File: config.mk
export PLATFORM = sky130hd
export DESIGN_NAME = terminal_key_sequence_encoder_top
export DESIGN_NICKNAME = d
export VERILOG_FILES = /design/src/hdl/tkse_pkg.sv /design/src/hdl/tkse_front.sv /design/src/hdl/tkse_queue.sv /design/src/hdl/tkse_back.sv /design/src/hdl/terminal_key_sequence_encoder_top.sv
export VERILOG_INCLUDE_DIRS = /design/src /design/src/hdl
export SDC_FILE = /design/constraint.sdc
export NUM_CORES = 1
export LEC_CHECK = 0
export BUFFER_PORTS_ARGS = -buffer_cell sky130_fd_sc_hd__buf_2
export CORE_MARGIN = 5
export CORE_UTILIZATION = 55
export DETAILED_ROUTE_END_ITERATION = 7
export GPL_TIMING_DRIVEN = 0
export PLACE_DENSITY = 0.76
export SLEW_MARGIN = 20
export SYNTH_ARGS = -nofsm -noshare
export SYNTH_HDL_FRONTEND = slang
export SYNTH_SLANG_ARGS = --single-unit
File: constraint.sdc
create_clock -name i_clk -period 4.1 [get_ports i_clk]
set_input_delay 0 -clock i_clk [delete_from_list [all_inputs] [get_ports i_clk]]
set_output_delay 0 -clock i_clk [all_outputs]
set_load 0.1 [all_outputs]
File: src/hdl/terminal_key_sequence_encoder_top_assert.svh
// Assertion macros of the terminal key sequence encoder, used by tkse_back.
// No dependencies; the bodies vanish when SYNTHESIS is defined.
`ifndef TERMINAL_KEY_SEQUENCE_ENCODER_TOP_ASSERT_SVH
`define TERMINAL_KEY_SEQUENCE_ENCODER_TOP_ASSERT_SVH
`ifndef SYNTHESIS
// Same-cycle implication, disabled while reset is asserted.
`define TKSE_ASSERT_IMP(lbl, clk, rst_n, ante, cons) \
    lbl: assert property (@(posedge clk) disable iff (!(rst_n)) (ante) |-> (cons)) \
        else $error("tkse assertion failed");
// Next-cycle implication, disabled while reset is asserted.
`define TKSE_ASSERT_NXT(lbl, clk, rst_n, ante, cons) \
    lbl: assert property (@(posedge clk) disable iff (!(rst_n)) (ante) |=> (cons)) \
        else $error("tkse assertion failed");
`else
`define TKSE_ASSERT_IMP(lbl, clk, rst_n, ante, cons)
`define TKSE_ASSERT_NXT(lbl, clk, rst_n, ante, cons)
`endif
`endif

File: src/hdl/tkse_pkg.sv
// Types, key codes and lookup functions of the terminal key sequence encoder.
// No dependencies; used by every module of the block.
package tkse_pkg;

    localparam int QUEUE_DEPTH = 2;
    localparam int MAX_BYTES   = 7;

    localparam logic [4:0] KEY_CHAR      = 5'd1;
    localparam logic [4:0] KEY_ENTER     = 5'd2;
    localparam logic [4:0] KEY_TAB       = 5'd3;
    localparam logic [4:0] KEY_BACKSPACE = 5'd4;
    localparam logic [4:0] KEY_ESCAPE    = 5'd5;
    localparam logic [4:0] KEY_UP        = 5'd6;
    localparam logic [4:0] KEY_BACKTAB   = 5'd16;
    localparam logic [4:0] KEY_INSERT    = 5'd17;
    localparam logic [4:0] KEY_F12       = 5'd28;

    localparam int MOD_SHIFT = 0;
    localparam int MOD_ALT   = 1;
    localparam int MOD_CTRL  = 2;

    localparam logic [1:0] FORM_APP = 2'd0;
    localparam logic [1:0] FORM_SS3 = 2'd1;
    localparam logic [1:0] FORM_CSI = 2'd2;

    localparam logic [7:0] BYTE_ESC   = 8'h1B;
    localparam logic [7:0] BYTE_CSI   = 8'h5B;
    localparam logic [7:0] BYTE_SS3   = 8'h4F;
    localparam logic [7:0] BYTE_ONE   = 8'h31;
    localparam logic [7:0] BYTE_SEMI  = 8'h3B;
    localparam logic [7:0] BYTE_TILDE = 8'h7E;
    localparam logic [7:0] BYTE_ZERO  = 8'h30;

    typedef struct packed {
        logic [4:0]  key_code;
        logic [20:0] code_point;
        logic [2:0]  modifier_mask;
    } t_in;

    typedef struct packed {
        logic [7:0] out_byte;
        logic       last_byte;
    } t_out;

    // One decoded key: its bytes in order from index 0, and how many there are.
    typedef struct packed {
        logic [MAX_BYTES-1:0][7:0] bytes;
        logic [2:0]                len;
    } t_cmd;

    function automatic logic [7:0] f_single(input logic [4:0] key);
        logic [7:0] r;
        case (key)
            KEY_ENTER:     r = 8'h0D;
            KEY_TAB:       r = 8'h09;
            KEY_BACKSPACE: r = 8'h7F;
            default:       r = BYTE_ESC;
        endcase
        return r;
    endfunction

    function automatic logic [7:0] f_letter_final(input logic [3:0] k);
        logic [7:0] r;
        case (k)
            4'd0:    r = "A";
            4'd1:    r = "B";
            4'd2:    r = "C";
            4'd3:    r = "D";
            4'd4:    r = "H";
            4'd5:    r = "F";
            4'd6:    r = "P";
            4'd7:    r = "Q";
            4'd8:    r = "R";
            4'd9:    r = "S";
            default: r = "Z";
        endcase
        return r;
    endfunction

    function automatic logic [1:0] f_letter_form(input logic [3:0] k);
        logic [1:0] r;
        case (k)
            4'd0, 4'd1, 4'd2, 4'd3, 4'd4, 4'd5: r = FORM_APP;
            4'd6, 4'd7, 4'd8, 4'd9:             r = FORM_SS3;
            default:                            r = FORM_CSI;
        endcase
        return r;
    endfunction

    // Numeric code of a tilde key as two decimal digits, tens then units.
    function automatic logic [7:0] f_tilde_bcd(input logic [3:0] k);
        logic [7:0] r;
        case (k)
            4'd0:    r = 8'h02;
            4'd1:    r = 8'h03;
            4'd2:    r = 8'h05;
            4'd3:    r = 8'h06;
            4'd4:    r = 8'h15;
            4'd5:    r = 8'h17;
            4'd6:    r = 8'h18;
            4'd7:    r = 8'h19;
            4'd8:    r = 8'h20;
            4'd9:    r = 8'h21;
            4'd10:   r = 8'h23;
            default: r = 8'h24;
        endcase
        return r;
    endfunction

endpackage

File: src/hdl/tkse_front.sv
// Front end: takes key items, holds the cursor mode register and decodes each
// item into its complete byte sequence for the queue. Depends on tkse_pkg.
module tkse_front (
    input  logic           i_clk,
    input  logic           i_rst_n,
    input  logic           i_cfg_we,
    input  logic           i_cfg_wdata,
    input  logic           i_push,
    input  tkse_pkg::t_in  i_item,
    input  logic           i_q_full,
    output logic           o_full,
    output logic           o_q_push,
    output tkse_pkg::t_cmd o_cmd
);

    logic                                 r_app_mode;
    logic                                 n_app_mode;
    logic [tkse_pkg::MAX_BYTES-1:0][7:0]  v_bytes;
    logic [2:0]                           v_n;
    logic [20:0]                          v_cp;
    logic [3:0]                           v_k;
    logic [7:0]                           v_bcd;
    logic [7:0]                           v_mod_digit;
    logic                                 v_ctrl_letter;

    always_comb begin
        n_app_mode = i_cfg_we ? i_cfg_wdata : r_app_mode;
    end

    always_ff @(posedge i_clk) begin
        if (!i_rst_n) begin
            r_app_mode <= 1'b0;
        end else begin
            r_app_mode <= n_app_mode;
        end
    end

    // Code points beyond the Unicode range and surrogates go out as U+FFFD.
    assign v_cp = (i_item.code_point > 21'h10FFFF ||
                   (i_item.code_point >= 21'h00D800 && i_item.code_point <= 21'h00DFFF))
                  ? 21'h00FFFD : i_item.code_point;

    assign v_ctrl_letter = (i_item.code_point >= 21'h61 && i_item.code_point <= 21'h7A) ||
                           (i_item.code_point >= 21'h41 && i_item.code_point <= 21'h5A);

    assign v_mod_digit = tkse_pkg::BYTE_ONE + {5'd0, i_item.modifier_mask};

    always_comb begin
        v_bytes = '0;
        v_n     = 3'd0;
        v_k     = 4'd0;
        v_bcd   = 8'd0;
        if (i_item.key_code == tkse_pkg::KEY_CHAR) begin
            if (i_item.modifier_mask[tkse_pkg::MOD_ALT]) begin
                v_bytes[v_n] = tkse_pkg::BYTE_ESC;
                v_n = v_n + 3'd1;
            end
            if (i_item.modifier_mask[tkse_pkg::MOD_CTRL] && v_ctrl_letter) begin
                // Both cases of a letter share their low five bits: 1 to 26.
                v_bytes[v_n] = {3'd0, i_item.code_point[4:0]};
                v_n = v_n + 3'd1;
            end else if (i_item.modifier_mask[tkse_pkg::MOD_CTRL] &&
                         i_item.code_point == 21'h20) begin
                v_bytes[v_n] = 8'h00;
                v_n = v_n + 3'd1;
            end else if (v_cp < 21'h80) begin
                v_bytes[v_n] = v_cp[7:0];
                v_n = v_n + 3'd1;
            end else if (v_cp < 21'h800) begin
                v_bytes[v_n] = {3'b110, v_cp[10:6]};
                v_n = v_n + 3'd1;
                v_bytes[v_n] = {2'b10, v_cp[5:0]};
                v_n = v_n + 3'd1;
            end else if (v_cp < 21'h10000) begin
                v_bytes[v_n] = {4'b1110, v_cp[15:12]};
                v_n = v_n + 3'd1;
                v_bytes[v_n] = {2'b10, v_cp[11:6]};
                v_n = v_n + 3'd1;
                v_bytes[v_n] = {2'b10, v_cp[5:0]};
                v_n = v_n + 3'd1;
            end else begin
                v_bytes[v_n] = {5'b11110, v_cp[20:18]};
                v_n = v_n + 3'd1;
                v_bytes[v_n] = {2'b10, v_cp[17:12]};
                v_n = v_n + 3'd1;
                v_bytes[v_n] = {2'b10, v_cp[11:6]};
                v_n = v_n + 3'd1;
                v_bytes[v_n] = {2'b10, v_cp[5:0]};
                v_n = v_n + 3'd1;
            end
        end else if (i_item.key_code inside {[tkse_pkg::KEY_ENTER:tkse_pkg::KEY_ESCAPE]}) begin
            if (i_item.modifier_mask[tkse_pkg::MOD_ALT]) begin
                v_bytes[v_n] = tkse_pkg::BYTE_ESC;
                v_n = v_n + 3'd1;
            end
            v_bytes[v_n] = tkse_pkg::f_single(i_item.key_code);
            v_n = v_n + 3'd1;
        end else if (i_item.key_code inside {[tkse_pkg::KEY_UP:tkse_pkg::KEY_BACKTAB]}) begin
            v_k = 4'(i_item.key_code - tkse_pkg::KEY_UP);
            v_bytes[v_n] = tkse_pkg::BYTE_ESC;
            v_n = v_n + 3'd1;
            if (i_item.modifier_mask != 3'd0) begin
                v_bytes[v_n] = tkse_pkg::BYTE_CSI;
                v_n = v_n + 3'd1;
                v_bytes[v_n] = tkse_pkg::BYTE_ONE;
                v_n = v_n + 3'd1;
                v_bytes[v_n] = tkse_pkg::BYTE_SEMI;
                v_n = v_n + 3'd1;
                v_bytes[v_n] = v_mod_digit;
                v_n = v_n + 3'd1;
            end else if (tkse_pkg::f_letter_form(v_k) == tkse_pkg::FORM_SS3 ||
                         (tkse_pkg::f_letter_form(v_k) == tkse_pkg::FORM_APP && r_app_mode)) begin
                v_bytes[v_n] = tkse_pkg::BYTE_SS3;
                v_n = v_n + 3'd1;
            end else begin
                v_bytes[v_n] = tkse_pkg::BYTE_CSI;
                v_n = v_n + 3'd1;
            end
            v_bytes[v_n] = tkse_pkg::f_letter_final(v_k);
            v_n = v_n + 3'd1;
        end else if (i_item.key_code inside {[tkse_pkg::KEY_INSERT:tkse_pkg::KEY_F12]}) begin
            v_k   = 4'(i_item.key_code - tkse_pkg::KEY_INSERT);
            v_bcd = tkse_pkg::f_tilde_bcd(v_k);
            v_bytes[v_n] = tkse_pkg::BYTE_ESC;
            v_n = v_n + 3'd1;
            v_bytes[v_n] = tkse_pkg::BYTE_CSI;
            v_n = v_n + 3'd1;
            if (v_bcd[7:4] != 4'd0) begin
                v_bytes[v_n] = tkse_pkg::BYTE_ZERO | {4'd0, v_bcd[7:4]};
                v_n = v_n + 3'd1;
            end
            v_bytes[v_n] = tkse_pkg::BYTE_ZERO | {4'd0, v_bcd[3:0]};
            v_n = v_n + 3'd1;
            if (i_item.modifier_mask != 3'd0) begin
                v_bytes[v_n] = tkse_pkg::BYTE_SEMI;
                v_n = v_n + 3'd1;
                v_bytes[v_n] = v_mod_digit;
                v_n = v_n + 3'd1;
            end
            v_bytes[v_n] = tkse_pkg::BYTE_TILDE;
            v_n = v_n + 3'd1;
        end
    end

    assign o_full       = i_q_full;
    // Items that produce no bytes are taken and dropped here.
    assign o_q_push     = i_push && !i_q_full && (v_n != 3'd0);
    assign o_cmd.bytes  = v_bytes;
    assign o_cmd.len    = v_n;

endmodule

File: src/hdl/tkse_queue.sv
// Short queue of decoded key sequences between the front and back ends.
// Depends on tkse_pkg for the entry type.
module tkse_queue #(
    parameter int DEPTH = tkse_pkg::QUEUE_DEPTH
) (
    input  logic           i_clk,
    input  logic           i_rst_n,
    input  logic           i_push,
    input  tkse_pkg::t_cmd i_cmd,
    input  logic           i_pop,
    output logic           o_full,
    output logic           o_empty,
    output tkse_pkg::t_cmd o_head
);

    localparam int PTR_W = $clog2(DEPTH);
    localparam int CNT_W = $clog2(DEPTH + 1);

    tkse_pkg::t_cmd   r_mem [DEPTH];
    logic [PTR_W-1:0] r_wr_ptr;
    logic [PTR_W-1:0] n_wr_ptr;
    logic [PTR_W-1:0] r_rd_ptr;
    logic [PTR_W-1:0] n_rd_ptr;
    logic [CNT_W-1:0] r_count;
    logic [CNT_W-1:0] n_count;
    logic             v_wr;
    logic             v_rd;

    assign o_full  = (r_count == CNT_W'(DEPTH));
    assign o_empty = (r_count == '0);
    assign o_head  = r_mem[r_rd_ptr];
    assign v_wr    = i_push && !o_full;
    assign v_rd    = i_pop && !o_empty;

    always_comb begin
        n_wr_ptr = r_wr_ptr;
        n_rd_ptr = r_rd_ptr;
        n_count  = r_count;
        if (v_wr) begin
            n_wr_ptr = (r_wr_ptr == PTR_W'(DEPTH - 1)) ? '0 : r_wr_ptr + 1'b1;
        end
        if (v_rd) begin
            n_rd_ptr = (r_rd_ptr == PTR_W'(DEPTH - 1)) ? '0 : r_rd_ptr + 1'b1;
        end
        if (v_wr && !v_rd) begin
            n_count = r_count + 1'b1;
        end else if (v_rd && !v_wr) begin
            n_count = r_count - 1'b1;
        end
    end

    always_ff @(posedge i_clk) begin
        if (!i_rst_n) begin
            r_wr_ptr <= '0;
            r_rd_ptr <= '0;
            r_count  <= '0;
        end else begin
            r_wr_ptr <= n_wr_ptr;
            r_rd_ptr <= n_rd_ptr;
            r_count  <= n_count;
        end
    end

    always_ff @(posedge i_clk) begin
        if (v_wr) begin
            r_mem[r_wr_ptr] <= i_cmd;
        end
    end

endmodule

File: src/hdl/tkse_back.sv
// Back end: walks the byte sequence at the queue head one byte a cycle into the
// output register while it is free. Depends on tkse_pkg and the assertion macro header.
`include "terminal_key_sequence_encoder_top_assert.svh"

module tkse_back (
    input  logic           i_clk,
    input  logic           i_rst_n,
    input  tkse_pkg::t_cmd i_head,
    input  logic           i_q_empty,
    output logic           o_q_pop,
    input  logic           i_pop,
    output logic           o_empty,
    output tkse_pkg::t_out o_result
);

    logic [2:0]     r_idx;
    logic [2:0]     n_idx;
    logic           r_out_valid;
    logic           n_out_valid;
    tkse_pkg::t_out r_out;
    tkse_pkg::t_out n_out;
    logic           v_slot_free;
    logic           v_emit;
    logic           v_last;

    // The output register takes a new byte whenever it is empty or being drained.
    assign v_slot_free = !r_out_valid || i_pop;
    assign v_emit      = !i_q_empty && v_slot_free;
    assign v_last      = (r_idx == i_head.len - 3'd1);
    assign o_q_pop     = v_emit && v_last;

    always_comb begin
        n_idx       = r_idx;
        n_out_valid = r_out_valid;
        n_out       = r_out;
        if (v_emit) begin
            n_out.out_byte  = i_head.bytes[r_idx];
            n_out.last_byte = v_last;
            n_out_valid     = 1'b1;
            n_idx           = v_last ? 3'd0 : r_idx + 3'd1;
        end else if (i_pop) begin
            n_out_valid = 1'b0;
        end
    end

    always_ff @(posedge i_clk) begin
        if (!i_rst_n) begin
            r_idx       <= 3'd0;
            r_out_valid <= 1'b0;
        end else begin
            r_idx       <= n_idx;
            r_out_valid <= n_out_valid;
        end
    end

    always_ff @(posedge i_clk) begin
        r_out <= n_out;
    end

    assign o_empty  = !r_out_valid;
    assign o_result = r_out;

    `TKSE_ASSERT_IMP(a_idx_in_range, i_clk, i_rst_n, !i_q_empty, r_idx < i_head.len)
    `TKSE_ASSERT_IMP(a_idx_idle_zero, i_clk, i_rst_n, i_q_empty, r_idx == 3'd0)
    `TKSE_ASSERT_NXT(a_idx_restart, i_clk, i_rst_n, o_q_pop, r_idx == 3'd0)
    `TKSE_ASSERT_NXT(a_last_on_pop, i_clk, i_rst_n, o_q_pop, r_out_valid && r_out.last_byte)

endmodule

File: src/hdl/terminal_key_sequence_encoder_top.sv
// Top level of the terminal key sequence encoder.
// Depends on tkse_pkg, tkse_front, tkse_queue and tkse_back.
//
// Usage:
//   Key items enter through push/full: an item is taken at a clock edge where
//   push is high and full is low. Each item is a key code, a code point and a
//   Shift/Alt/Ctrl mask. Results leave through empty/pop, one byte per result,
//   with last_byte set on the final byte of each key's sequence.
//   Keys with no sequence (none or unknown codes) are taken and give nothing.
//   i_cfg_we/i_cfg_wdata write the cursor application mode bit; write it only
//   while no key is in flight.
// Timing:
//   The first byte of a key is registered in the queue, then in the output
//   register, before it appears. The back end emits one byte a cycle while
//   the output register is empty or being popped, walking a key of one to
//   seven bytes out byte by byte; that byte walk sets the sustained rate.
//   The front takes an item every cycle while the inner queue has room.
// Reset clears the queue, the output register and the mode bit. When pop is
//   held low the output byte holds, the back end stops, the queue fills and
//   full then holds further items off.
module terminal_key_sequence_encoder_top #(
    parameter int QUEUE_DEPTH = tkse_pkg::QUEUE_DEPTH
) (
    input  logic           i_clk,
    input  logic           i_rst_n,
    input  logic           i_cfg_we,
    input  logic           i_cfg_wdata,
    input  logic           push,
    output logic           full,
    input  tkse_pkg::t_in  i_item,
    output logic           empty,
    input  logic           pop,
    output tkse_pkg::t_out o_result
);

    logic           w_q_full;
    logic           w_q_empty;
    logic           w_q_push;
    logic           w_q_pop;
    tkse_pkg::t_cmd w_cmd;
    tkse_pkg::t_cmd w_head;

    tkse_front u_front (
        .i_clk       (i_clk),
        .i_rst_n     (i_rst_n),
        .i_cfg_we    (i_cfg_we),
        .i_cfg_wdata (i_cfg_wdata),
        .i_push      (push),
        .i_item      (i_item),
        .i_q_full    (w_q_full),
        .o_full      (full),
        .o_q_push    (w_q_push),
        .o_cmd       (w_cmd)
    );

    tkse_queue #(
        .DEPTH (QUEUE_DEPTH)
    ) u_queue (
        .i_clk   (i_clk),
        .i_rst_n (i_rst_n),
        .i_push  (w_q_push),
        .i_cmd   (w_cmd),
        .i_pop   (w_q_pop),
        .o_full  (w_q_full),
        .o_empty (w_q_empty),
        .o_head  (w_head)
    );

    tkse_back u_back (
        .i_clk     (i_clk),
        .i_rst_n   (i_rst_n),
        .i_head    (w_head),
        .i_q_empty (w_q_empty),
        .o_q_pop   (w_q_pop),
        .i_pop     (pop),
        .o_empty   (empty),
        .o_result  (o_result)
    );

endmodule

Word level (Yosys, flattened, before mapping):

Memory sizes are Yosys's and may differ from the RTL's. A register that Yosys moved wholly into a read port is not among the register bits.
Cells that the tools add are included.

* register bits: 18
* input port bits: 35
* ROM bits: 240
* word-level logic and storage cells: 254
* bits in writable memories: 118
* output and inout bits: 11
* memories: 5

Memory list
* u_queue.r_mem: words 2, bits a word 59, rd ports 1, clocked after Yosys merged registers in 1, write ports 1, RTL line tkse_queue.sv:19 `tkse_pkg::t_cmd r_mem [DEPTH];`
* (name not given): words 16, bits a word 6, rd ports 1, clocked after Yosys merged registers in 0, write ports 0, RTL line tkse_pkg.sv:93 `case (k)`
* (name not given): words 16, bits a word 5, rd ports 1, clocked after Yosys merged registers in 0, write ports 0, RTL line tkse_pkg.sv:64 `case (k)`
* (name not given): words 16, bits a word 2, rd ports 1, clocked after Yosys merged registers in 0, write ports 0, RTL line tkse_pkg.sv:82 `case (k)`
* (name not given): words 16, bits a word 2, rd ports 1, clocked after Yosys merged registers in 0, write ports 0, RTL line tkse_pkg.sv:82

* magnitude comparators: 37
* muxes and demuxes: 126
* reduce and logical (&&, ||, !) cells: 43
* bitwise logic cells: 8
* $add $sub $neg: 19
* eq/ne operators: 8

Operators by type and width (number)
* 56-bit bitwise mux: 15
* 56-bit 2-to-1 mux: 14
* 8-bit 2-to-1 mux: 31
* 8-bit demux with 3-bit select: 10
* 24-bit 2-to-1 mux: 4
* 3-bit 2-to-1 mux: 26
* 8-bit by 56-bit AND with 56-bit output: 1
* 56-bit NOT: 1
* 3-bit by 4-bit less-than comparator with 1-bit output (second input constant): 11
* 21-bit by 7-bit greater-or-equal comparator with 1-bit output (second input constant): 2
* 21-bit by 7-bit <= comparator with 1-bit output (second input constant): 2
* 42-bit bitwise OR: 1
* 35-bit bitwise OR: 1
* 3-bit by 1-bit adder with 3-bit output (second input constant): 11
* 3-bit by 1-bit greater-or-equal comparator with 1-bit output (second input constant): 10
* 1-bit logical AND: 27
* 8-bit binary-select mux with 3-bit select: 1
* 21-bit AND: 1
* 21-bit by 6-bit equality test with 1-bit output (second input constant): 1
* 21-bit by 16-bit greater-or-equal comparator with 1-bit output (second input constant): 1
* 21-bit greater-than comparator (second input constant): 1
* 21-bit by 16-bit <= comparator with 1-bit output (second input constant): 1
* 21-bit by 12-bit less-than comparator with 1-bit output (second input constant): 1
* 21-bit by 17-bit less-than comparator with 1-bit output (second input constant): 1
* 34 further kinds: 66

Longest topological paths before layout:

* depth in word-level cells: 32
* mapped depth: 14
* depth with buffers taken out: 13

Modules after synthesis:

Synthesis repeated with hierarchy kept, for this count alone.

* cell total of the unflattened synthesis: 770
* area total of the unflattened synthesis: 8425.6 um^2

Modules (own cells, without submodules)
* tkse_queue: sequential area each 3643.5 um^2, instances 1, area each 4526.8 um^2, cells an instance 209
* tkse_front: sequential area each 20.0 um^2, instances 1, area each 2937.8 um^2, cells an instance 467
* tkse_back: sequential area each 350.3 um^2, instances 1, area each 960.9 um^2, cells an instance 94

Worst setup path after synthesis:

OpenSTA, ideal clock, no wires.

* path type: input-to-reg
* start point: in i_item[27] (netlist name)
* end point: mem u_queue.r_mem[0][0] (netlist name), enable pin
* setup time: 0.467 ns
* buffers on the path: 2
* path slack: -0.067 ns
* cell stages on the path: 7
* arrival: 3.701 ns
* required time: 3.633 ns
* cells stage by stage: clkbuf_1 or4_1 a21o_1 buf_2 nand4_1 and3b_1 nor2b_1

* cells in the longest elaborated chain, start to end: 30
* elaborated cells on any way between the ends: 40
* classes of those cells: add/sub (5); order compare (6); eq/ne (1); mux (20); reduce/logical (7); memory (1)

RTL lines
* start: declaration: RTL line terminal_key_sequence_encoder_top.sv:30 `input tkse_pkg::t_in i_item,`
* 4-bit by 1-bit subtractor with 4-bit output: RTL line tkse_front.sv:122 `v_k = 4'(i_item.key_code - tkse_pkg::KEY_INSERT);`
* memory read 16 x 6 bit
* 8-bit 2-to-1 mux: RTL line tkse_front.sv:121 `end else if (i_item.key_code inside {[tkse_pkg::KEY_INSERT:tkse_pkg::KEY_F12]}) begin`
* 8-bit 2-to-1 mux: RTL line tkse_front.sv:98 `end else if (i_item.key_code inside {[tkse_pkg::KEY_UP:tkse_pkg::KEY_BACKTAB]}) begin`
* 8-bit 2-to-1 mux: RTL line tkse_front.sv:91 `end else if (i_item.key_code inside {[tkse_pkg::KEY_ENTER:tkse_pkg::KEY_ESCAPE]}) begin`
* 8-bit 2-to-1 mux: RTL line tkse_front.sv:53 `if (i_item.key_code == tkse_pkg::KEY_CHAR) begin`
* 4-bit nonzero test: RTL line tkse_front.sv:128 `if (v_bcd[7:4] != 4'd0) begin`
* 1-bit 2-to-1 mux: RTL line tkse_front.sv:128
* [... 15 more ...]
* 3-bit 2-to-1 mux: RTL line tkse_front.sv:91
* 3-bit 2-to-1 mux (*): RTL line tkse_front.sv:53
* 3-bit nonzero test (*): RTL line tkse_front.sv:147 `assign o_q_push = i_push && !i_q_full && (v_n != 3'd0);`
* 1-bit logical AND (*): RTL line tkse_front.sv:147
* 1-bit logical AND (*): RTL line tkse_queue.sv:32 `assign v_wr = i_push && !o_full;`
* net u_queue.v_wr: RTL line tkse_queue.sv:26 `logic v_wr;`
* 1-bit 2-to-1 mux (*): RTL line tkse_queue.sv:65 `if (v_wr) begin`
* 1-bit 2-to-1 mux (not written as such) (*): RTL line tkse_queue.sv:66 `r_mem[r_wr_ptr] <= i_cmd;`
* end: declaration: RTL line tkse_queue.sv:19

The timed path passes the listed nets; every way through them passes the cells marked *. The select of a mux whose other input is x is not followed.

==> flow_metrics.py <==
metrics = {
    "drt": {
        "via_per_inst": 6.72,
        "drt_first_pass_iters": 7,
        "drt-initial-drc-count": 863,
        "num_vias": 6217,
        "ant_nets": 0,
        "totalWireLength_mm": 23.5,
        "drc": 0,
        "post_drt_wl_per_cell_um": 25.4,
    },
    "cells_and_area": {
        "fill_cells": 1058,
        "drive_gt1_share_pct": 16.7,
        "fin_nets": 799,
        "n_antenna_cell": 0,
        "final_common_cell": "edfxtp_1",
        "final_cell_mix": "111 x edfxtp_1, 55 x nand2_1, 54 x nor2_1, 47 x buf_2, 36 x clkbuf_1",
        "syn_to_final_growth_pct": 13.9,
    },
    "setup_path": {
        "worst-path-max-fanout": 11,
        "critPathLaunchType": "primary input",
        "rrSetupSlack_ps": 870,
        "reg2reg_depth": 12,
        "slowest_delay_ps": 450,
        "worstSetupPathType": "primary input to flop",
        "cp_num_buf_inv": 5,
        "worst_path_max_delay_cell": "clkinv_1",
        "crit_family": "buffers and inverters",
        "critPathArrivalTime_ps": 3620,
        "critPathCaptureType": "flop",
        "crit_required_ps": 4220,
        "r2r-end": "u_queue.r_count[1]",
        "path_cells": "buf_2, clkinv_1, clkbuf_1, ha_1, nand2b_1, clkbuf_1, clkinv_1, ha_1, nand3_1, nor3_1, o21ai_0, nand3_1",
    },
    "sta": {
        "finalCriticalPeriod_ps": 3500,
        "finalHoldViolations": 0,
        "worst_hold_slack_ps": 23.8,
        "slew_violations": 0,
        "rsz0062_at_grt": "false",
        "clock.fmax_ghz": 0.286,
        "period_share_pct": 85.4,
        "slew_headroom_pct": 28.0,
        "setup_tns_ps": 0,
        "worst_pin_slew_ps": 1070,
        "setup_viol": 0,
        "finClkSkew_ps": 6.03,
    },
    "power_and_ir_drop": {
        "p_leak_nw": 2.99,
        "powerDensity_nw_per_um2": 525,
        "ir_worst_vdd_mv": 0.367,
        "power_w": 0.00445,
    },
    "logic_synthesis": {
        "syn_area_um2": 7450,
        "ys_seq_elements": 121,
        "synth-edff-count": 111,
        "synth.avg_cell_area_um2": 11.0,
        "yosysTopAreaCell": "edfxtp_1",
        "synthFlopType": "edfxtp_1",
        "syn_inst": 675,
        "yosysWarnings": 0,
        "syn_nets": 738,
        "synthTopCellsByArea": "edfxtp_1 45%, mux4_2 7.0%, ha_1 4.7%",
        "yosysSeqAreaShare_pct": 47.5,
        "synthArstFlopShare_pct": 0,
        "synth_top_area_share_pct": 44.8,
        "synth_cell_type_count": 77,
    },
    "clocking": {
        "cts_setup_buffers": 0,
        "clk_latency_ps": 400,
        "cts_tree": "done",
        "path_clk_slew_ps": 50,
        "cts_buffers": 17,
        "clock_sinks": 121,
        "cts_root_buf": "clkbuf_16",
        "htreeDepth": 4,
        "clockBufferDepth": 2,
    },
    "global_route": {
        "first_global_vias": 6087,
        "grt_max_degree": 52,
        "grt_use_total_pct": 29.8,
        "antenna_found_initial": 0,
        "grt-ovfl-total": 0,
        "grt_first_pass_wirelength_mm": 36.3,
    },
    "min_path": {
        "min_from": "pop",
        "worst_hold_path_type": "primary input to flop",
        "whs_path_depth": 3,
        "hold_end": "u_back.r_out_valid",
    },
    "place": {
        "dp_hpwl_mm": 17.0,
        "io_buffers": 37,
        "gp_congestion": 0.967,
    },
    "flow_run": {
        "maxCapViolCount": 0,
    },
    "floorplanning": {
        "die_y_um": 126,
        "die-area_um2": 16000,
        "boundaryPins": 46,
        "start_util_pct": 56.2,
        "rows": 42,
        "fp.dieW_um": 126,
        "core_area_um2": 13200,
    },
    "outcome": {
        "outcome": "complete, no violations",
    },
}
## cells by family (layout without fill, tap and decap cells)
| family | after synthesis | after routing | share of synthesized area (%) |
|---|---|---|---|
| mux | 50 | 50 | 10.7 |
| buf+inv | 61 | 135 | 3.24 |
| simple gates | 221 | 221 | 15.4 |
| fa+ha+maj | 29 | 29 | 4.84 |
| compound gates | 179 | 179 | 16.8 |
| flops | 121 | 121 | 47.5 |
| xor+xnor | 14 | 14 | 1.65 |
## layout make-up
type                            count  area (um^2)  share of cell area [%]
Clock inverter                      8         70.1                   0.826
Clock buffer                       24          492                    5.80
Tap cell                          176          220                    2.60
Buffer                             43          174                    2.05
Timing Repair Buffer               42          245                    2.89
Multi-Input combinational cell    493         3680                    43.4
Inverter                           18         67.6                   0.796
Sequential cell                   121         3530                    41.7
## how the worst max path moves through the flow
stage / from / endpoint / slack [ps] / cells past startpoint
final: i_item[1] / u_queue.r_mem[0][5] / 600 / 12
after global routing: i_item[1] / u_queue.r_mem[1][5] / 390 / 12
after CTS: i_item[1] / u_queue.r_mem[0][5] / 700 / 12
after detailed placement: i_item[1] / u_queue.r_mem[1][5] / 330 / 12
after global placement: i_item[25] / u_queue.r_mem[0][45] / -220 / 9
after floorplan: u_queue.r_count[1] / u_queue.r_mem[1][0] / 850 / 3
## tightest hold or removal path: cells and delay by family
family	cells	cell delay (ps)
buf+inv	1	80
compound gates	1	240
simple gates	1	50
## per-stage QoR
step | worst slack (ps) | util (%) | cells | instance area, um^2
2_1_floorplan | 851 | - | 675 | 7450
3_3_place_gp | -218 | 59.3 | 888 | 7850
3_5_place_dp | 326 | 59.5 | 889 | 7880
4_1_cts | 698 | 64.1 | 925 | 8480
5_1_grt | 386 | 64.1 | 925 | 8480
6_report | 599 | 64.1 | 925 | 8480
## cell usage after synthesis (all sizes together) (5+ instances only)
library cell and instances:
a21oi 36, nor2 55, or3 6, o211ai 13, nand2 56, xor2 5, and2 10, o21ai 36
dfxtp 10, nor4 7, nor3 20, inv 15, o221ai 6, or4 5, edfxtp 111, and3 5
clkbuf 33, mux2i 23, nand4 9, a31oi 11, a21o 6, nand3 18, nand3b 8, buf 10
mux4 23, a21boi 5, o311ai 5, ha 28, o31ai 8, a211oi 7, nand2b 6, nor2b 10
o22ai 7, xnor2 9
## where the power goes
group	leakage (nW)	internal (W)	switching, W
Sequential	1.13	0.00160	0.0000625
Combinational	1.59	0.000415	0.00100
Clock	0.276	0.000890	0.000481
Total	2.99	0.00291	0.00155
## state kept, by name (all words and copies together), names as in the netlist, named ones only
name / count
u_queue.r_mem: 102
u_back.o_result: 9
u_back.r_idx: 3
u_queue.r_count: 2
u_back.r_out_valid: 1
u_front.r_app_mode: 1
u_queue.r_rd_ptr: 1
u_queue.r_wr_ptr: 1
## per-layer routing
metal | vias up | track usage, % | share of wire (%)
met3 | 66 | 4.88 | 8.3
met4 | 0 | 11.4 | 3.8
li1 | 2753 | - | -
met2 | 353 | 47.7 | 47
met5 | - | 0 | 0
met1 | 3045 | 41.2 | 41
## timing repair
| item | 4_1_cts | 5_1_grt |
|---|---|---|
| hold endpoints to repair | 10 | 0 |
| hold buffers | 4 | 0 |
| gates resized for setup | 0 | 0 |
Note: power is estimated with default switching activity, not from simulation.
